===== config.mk =====
export PLATFORM = sky130hd
export DESIGN_NAME = float32_precision_reducer_core
export DESIGN_NICKNAME = d
export VERILOG_FILES = /design/src/f32pr_pkg.sv /design/src/f32pr_reduce.sv /design/src/float32_precision_reducer_core.sv
export SDC_FILE = /design/constraint.sdc
export NUM_CORES = 1
export LEC_CHECK = 0
export ABC_AREA = 1
export BUFFER_PORTS_ARGS = -buffer_cell sky130_fd_sc_hd__buf_2
export CORE_MARGIN = 5
export CORE_UTILIZATION = 64
export CTS_CLUSTER_SIZE = 24
export DETAILED_ROUTE_END_ITERATION = 8
export PLACE_DENSITY_LB_ADDON = 0.3
export SYNTH_ARGS = -nofsm -noshare
export SYNTH_HDL_FRONTEND = slang
export SYNTH_HIERARCHICAL = 1
export SYNTH_SLANG_ARGS = --single-unit

===== constraint.sdc =====
create_clock -name clk -period 11.07 [get_ports clk]
set_clock_uncertainty 0.1 [all_clocks]
set_input_delay 1.6605 -clock clk [delete_from_list [all_inputs] [get_ports clk]]
set_output_delay 1.6605 -clock clk [all_outputs]
set_load 0.02 [all_outputs]

===== src/f32pr_pkg.sv =====
// Shared constants, types and decode values for the float32 precision reducer.
package f32pr_pkg;

  localparam int unsigned WordW    = 32;
  localparam int unsigned FracBits = 23;
  localparam int unsigned ExpBits  = 8;
  localparam int unsigned EwW      = 4;
  localparam int unsigned FwW      = 5;
  localparam int unsigned AddrW    = 3;

  localparam logic [7:0]        ExpField = 8'hFF;
  localparam logic [7:0]        F32Bias  = 8'd127;
  localparam logic [WordW-1:0]  SignMask = 32'h8000_0000;
  localparam logic [WordW-1:0]  InfBits  = 32'h7F80_0000;

  localparam logic [EwW-1:0] EwReset = 4'd8;
  localparam logic [FwW-1:0] FwReset = 5'd23;

  // Register index taken from paddr[2]
  localparam logic REG_EXP_WIDTH  = 1'b0;
  localparam logic REG_FRAC_WIDTH = 1'b1;

  typedef struct packed {
    logic [EwW-1:0] exp_width;
    logic [FwW-1:0] frac_width;
  } cfg_t;

endpackage


===== src/f32pr_reduce.sv =====
// Combinational round-to-nearest-even and exponent clamp for one float32 word.
module f32pr_reduce (
  input  logic [31:0]     word_in,
  input  f32pr_pkg::cfg_t cfg,
  output logic [31:0]     word_out
);
  import f32pr_pkg::*;

  logic [4:0]       keep;
  logic [4:0]       drop;
  logic [WordW-1:0] half;
  logic [WordW-1:0] low_mask;
  logic [WordW-1:0] tail;
  logic             lsb;
  logic             up;
  logic [WordW-1:0] rounded;
  logic [2:0]       ew_m1;
  logic [7:0]       bias;
  logic [7:0]       max_e;
  logic [7:0]       min_e;
  logic [7:0]       e;

  always_comb begin
    // rounding: widths above 23 saturate
    keep     = (cfg.frac_width > 5'(FracBits)) ? 5'(FracBits) : cfg.frac_width;
    drop     = 5'(FracBits) - keep;
    half     = (drop == 5'd0) ? '0 : (32'd1 << (drop - 5'd1));
    low_mask = (32'd1 << drop) - 32'd1;
    tail     = word_in & low_mask;
    lsb      = |(word_in & (32'd1 << drop));
    up       = (tail > half) || ((tail == half) && lsb);
    if (drop == 5'd0) begin
      rounded = word_in;
    end else begin
      rounded = (up ? (word_in + half) : word_in) & ~low_mask;
    end

    // exponent clamp on the rounded word; zero width acts as one
    ew_m1 = (cfg.exp_width == 4'd0) ? 3'd0 : 3'(cfg.exp_width - 4'd1);
    bias  = (8'd1 << ew_m1) - 8'd1;
    max_e = bias + F32Bias;
    min_e = (F32Bias + 8'd1) - bias;
    e     = rounded[FracBits +: ExpBits];

    word_out = rounded;
    if (cfg.exp_width < 4'(ExpBits) && e != ExpField && e != 8'd0) begin
      if (e > max_e) begin
        word_out = (rounded & SignMask) | InfBits;
      end else if (e < min_e) begin
        word_out = rounded & SignMask;
      end
    end
  end

endmodule


===== src/float32_precision_reducer_core.sv =====
// Top level: stream wrapper, config registers and two-stage pipeline of the reducer.
//
// Usage notes
// - in_*: one float32 word per handshake (in_tvalid && in_tready), tdata = value_word.
// - out_*: one reduced word per input word, same order, tdata = reduced_word.
// - cfg_*: APB-style port. 0x0 exponent_width (4 bits), 0x4 frac_width (5 bits).
//   pready is tied high; writes land on the access cycle. Write only while idle.
// - Path: an accepted input goes into the input register, then through the
//   round/clamp logic into the output register, which drives out_tvalid.
// - Throughput: one word per cycle while out_tready is high, set by the single-pass
//   round/clamp path between the two registers.
// - Stall: when out_tready is low the output register holds its word; the input
//   register still takes one more word, then in_tready drops until the output
//   drains.
// - Reset (rst_n low, synchronous): both stages empty, exponent_width = 8,
//   fraction_width = 23, so words pass unchanged until configured.
module float32_precision_reducer_core (
  input  logic                       clk,
  input  logic                       rst_n,
  // input stream
  input  logic                       in_tvalid,
  output logic                       in_tready,
  input  logic [31:0]                in_tdata,   // [31:0] value_word
  // result stream
  output logic                       out_tvalid,
  input  logic                       out_tready,
  output logic [31:0]                out_tdata,  // [31:0] reduced_word
  // config port
  input  logic                       cfg_psel,
  input  logic                       cfg_penable,
  input  logic                       cfg_pwrite,
  input  logic [f32pr_pkg::AddrW-1:0] cfg_paddr,
  input  logic [31:0]                cfg_pwdata,
  output logic [31:0]                cfg_prdata,
  output logic                       cfg_pready
);
  import f32pr_pkg::*;

  cfg_t        cfg_r, cfg_nxt;
  logic        s1_vld_r, s1_vld_nxt;
  logic [31:0] s1_word_r;
  logic        out_vld_r, out_vld_nxt;
  logic [31:0] out_word_r;
  logic [31:0] reduced;
  logic        out_free;
  logic        s1_adv;
  logic        in_acc;
  logic        cfg_wr;

  assign cfg_pready = 1'b1;
  assign cfg_wr     = cfg_psel && cfg_penable && cfg_pwrite && cfg_pready;

  // register writes, low bits of pwdata only
  always_comb begin
    cfg_nxt = cfg_r;
    if (cfg_wr) begin
      case (cfg_paddr[2])
        REG_EXP_WIDTH:  cfg_nxt.exp_width  = cfg_pwdata[EwW-1:0];
        REG_FRAC_WIDTH: cfg_nxt.frac_width = cfg_pwdata[FwW-1:0];
        default:        cfg_nxt = cfg_r;
      endcase
    end
  end

  always_comb begin
    case (cfg_paddr[2])
      REG_EXP_WIDTH:  cfg_prdata = {{(32-EwW){1'b0}}, cfg_r.exp_width};
      REG_FRAC_WIDTH: cfg_prdata = {{(32-FwW){1'b0}}, cfg_r.frac_width};
      default:        cfg_prdata = '0;
    endcase
  end

  // pipeline control: output slot frees on take, input slot moves when output frees
  assign out_free   = !out_vld_r || out_tready;
  assign s1_adv     = s1_vld_r && out_free;
  assign in_tready  = !s1_vld_r || out_free;
  assign in_acc     = in_tvalid && in_tready;

  always_comb begin
    s1_vld_nxt  = in_acc ? 1'b1 : (s1_adv ? 1'b0 : s1_vld_r);
    out_vld_nxt = s1_adv ? 1'b1 : (out_tready ? 1'b0 : out_vld_r);
  end

  f32pr_reduce u_reduce (
    .word_in  (s1_word_r),
    .cfg      (cfg_r),
    .word_out (reduced)
  );

  always_ff @(posedge clk) begin
    if (!rst_n) begin
      cfg_r.exp_width  <= EwReset;
      cfg_r.frac_width <= FwReset;
      s1_vld_r         <= 1'b0;
      out_vld_r        <= 1'b0;
    end else begin
      cfg_r     <= cfg_nxt;
      s1_vld_r  <= s1_vld_nxt;
      out_vld_r <= out_vld_nxt;
    end
  end

  always_ff @(posedge clk) begin
    if (in_acc) begin
      s1_word_r <= in_tdata;
    end
    if (s1_adv) begin
      out_word_r <= reduced;
    end
  end

  assign out_tvalid = out_vld_r;
  assign out_tdata  = out_word_r;

  // a held input word is not lost or overwritten while the output is blocked
  a_s1_hold: assert property (@(posedge clk) disable iff (!rst_n)
    (s1_vld_r && !out_free) |=> (s1_vld_r && $stable(s1_word_r)))
    else $error("input stage lost its word during stall");

  // an accepted word always lands in the input stage
  a_in_lands: assert property (@(posedge clk) disable iff (!rst_n)
    in_acc |=> s1_vld_r)
    else $error("accepted word not captured");

  // with full widths the word passes unchanged
  a_passthru: assert property (@(posedge clk) disable iff (!rst_n)
    (s1_adv && cfg_r.exp_width >= 4'(ExpBits) && cfg_r.frac_width >= 5'(FracBits))
    |=> (out_tvalid && out_tdata == $past(s1_word_r)))
    else $error("full-width word altered");

endmodule


==> out/metrics.cfg <==
[status]
status=complete, no violations

[routing]
maxUsedRoutingLayer=met4
postRouteWirelength_um=27900
num_vias=9919
ant_nets=0
drc=0
via_per_inst=5.98
drt-pass1-iter-count=8
met2_length_um=12200
drt_iter0_markers=1287
routedWlPerCell_um=16.8
met3WireLength_um=3360
drt-met1-wl_um=11100

[sta]
slew_headroom_pct=27.1
clock.fmax_mhz=111
hold_violations=0
setup-violations-final=0
worst_pin_slew_ns=1.09
totalNegativeSetupSlack_ns=0
final_max_slew_viol_count=0
rsz0062_at_grt=false
period_share_pct=81.1
period_minus_slack_ns=8.98

[synth]
ys_top_cells_by_count=nand2_1, nor2_1, inv_1, ha_1, nand4_1
synth-edff-count=64
synth.top_cell.area_share_pct=21.4
synth_ff_type=edfxtp_1
syn_inst=1415
synth-seq-cells=75
synth_area_leaders=edfxtp_1, nand2_1, ha_1
syn_avg_cell_area_um2=6.36
synth.most_common_cell=nand2_1
syn_area_um2=9000
synth_cell_types=47
async_flop_share_pct=0
yosysSeqAreaShare_pct=23.8
yosysTopAreaCell=edfxtp_1
yosysWarnings=6

[pwr]
p_per_area_nw_per_um2=113
ir_worst_vdd_v=0.000146
p_leak_nw=5.05
switchingPower_mw=0.439
combPwrFrac_pct=39.3
clkPwrFrac_pct=28.8
cell_internal_pwr_mw=0.660
swShare_pct=39.9
p_seq_share_pct=32.0

[die]
rows=43
die_y_um=129
die_x_um=129
core_um2=13800
initial_core_util_pct=65.1
die-area_um2=16500
top_level_ports=141

[setup_path]
crit_top_cell=nand2_1
slowest_delay_ns=0.52
cp.arrival_ns=8.97
path_buf_inv=10
cp-startpoint=cfg_r[3]$_SDFFE_PN0P_
crit_type=flop to flop
cp-start-kind=flop
endpoint_kind=flop
path_delay_family=simple AND/OR/NAND/NOR gates
critPathMaxFanout=43
required_ns=11.06
r2r-start=cfg_r[3]$_SDFFE_PN0P_
cpMaxStageDelayCell=nor2_4

[cts]
cts_tree=built
clock_latency_ns=0.35
cts_setup_buffers=0
cts_resized=0
clockBufferDepth=2
cts_made_buffers=9
ctsRootBufferMaster=clkbuf_16
clk_pin_slew_ns=0.06
cts.sinks=75
h-tree-depth=3
postCtsHoldBufs=0

[placed_design]
gp_congestion=1.10
dp_hpwl_um=21900
port_buffers=83

[finish]
area_growth_pct=7.84
drive_gt1_share_pct=9.07
final_nets=1635
antenna_cells=0
fin_util_pct=70.2

[global_routing]
grt_pass1_wl_um=43800
antenna_found_initial=0
grt_usage_pct=33.5
grt_max_degree=44
grt_overflow=0
grt_pass1_vias=8831

[run]
cap_violations=0

[min_path]
hp-class=flop to flop
hp-start=s1_vld_r$_SDFFE_PN0P_

layout make-up:
type / count / area [um2]
multi-input combinational: 1110 / 5850
tap: 180 / 225
clock inverter: 6 / 90.1
sequential: 75 / 2140
clock buffer: 10 / 229
fill: 1230 / 4120
timing repair buffer: 90 / 468
inverter: 187 / 707
layout by cell type, fill, tap and decap left out, types with 3 or more instances in the layout:
master / n
nand2_1: 401
xor2_1: 15
nor2_4: 3
ha_1: 87
nor2_2: 7
nor3_1: 17
xnor2_1: 19
buf_2: 83
o21a_1: 3
nand4_1: 87
nand3_1: 86
clkinv_1: 3
conb_1: 30
dfxtp_1: 11
a21o_1: 6
buf_4: 7
inv_2: 5
a21oi_1: 67
inv_1: 178
nor2_1: 197
o21ai_0: 47
clkbuf_16: 9
edfxtp_1: 64
a31oi_1: 3
nand3_2: 3
o21bai_1: 7
power groups by stage:
stage | combinational (mW) | clock, mW | sequential (mW)
final | 0.431 | 0.316 | 0.351
after global placement | 0.403 | 0 | 0.356
after floorplan | 0.301 | 0 | 0.363
after detailed placement | 0.415 | 0 | 0.356
after CTS | 0.418 | 0.319 | 0.350
after global routing | 0.476 | 0.335 | 0.353
worst paths after layout:
kind | endpoint | slack [ns] | cells after the start
setup / recovery | out_tdata[13]$_DFFE_PP_ | 2.09 | 41
hold / removal | out_tvalid$_SDFFE_PN0P_ | 0.43 | 2
setup reg to reg | out_tdata[13]$_DFFE_PP_ | 2.09 | 41
hold reg to reg | out_tvalid$_SDFFE_PN0P_ | 0.43 | 2
worst register-to-register path, delay by kind of cell, from the launching register on:
| family | cells | cell delay (ns) |
|---|---|---|
| AND/OR/NAND/NOR | 22 | 3.96 |
| buffers and inverters | 10 | 2.10 |
| adder cells (fa/ha/maj) | 4 | 1.19 |
| AO/OA/AOI/OAI | 4 | 0.68 |
| flip-flops | 1 | 0.51 |
| XOR/XNOR | 1 | 0.17 |
registers in the layout, indices dropped and copies added (netlist names):
| signal | flops |
|---|---|
| out_tdata | 32 |
| s1_word_r | 32 |
| cfg_r | 9 |
| out_tvalid | 1 |
| s1_vld_r | 1 |
cell families (layout without fill, tap and decap cells):
kind of cell             Yosys count  after routing  synth area share (%)
buffers and inverters            256            293                  12.5
AND/OR/NAND/NOR                  811            811                  38.8
other                              4             30                 0.167
XOR/XNOR                          34             34                  3.31
flip-flops                        75             75                  23.8
adder cells (fa/ha/maj)           88             88                  12.3
AO/OA/AOI/OAI                    147            147                  9.08
metrics by stage:
step	std cells	instance area (um2)	power [mW]	hold slack, ns	setup slack (ns)
after global placement	1642	9390	0.759	0.409	2.69
after detailed placement	1642	9390	0.771	0.427	2.60
after CTS	1658	9710	1.09	0.431	2.54
after floorplan	1441	9100	0.664	0.345	4.31
final	1658	9710	1.10	0.425	2.09
after global routing	1658	9710	1.16	0.458	1.71
layer usage:
metal	up-vias	GRT usage, %
met3	101	6.77
met4	0	16.2
met2	674	52.9
li1	4701	-
met5	-	0
met1	4443	44.2
Note: power is estimated with default switching activity, not from simulation.
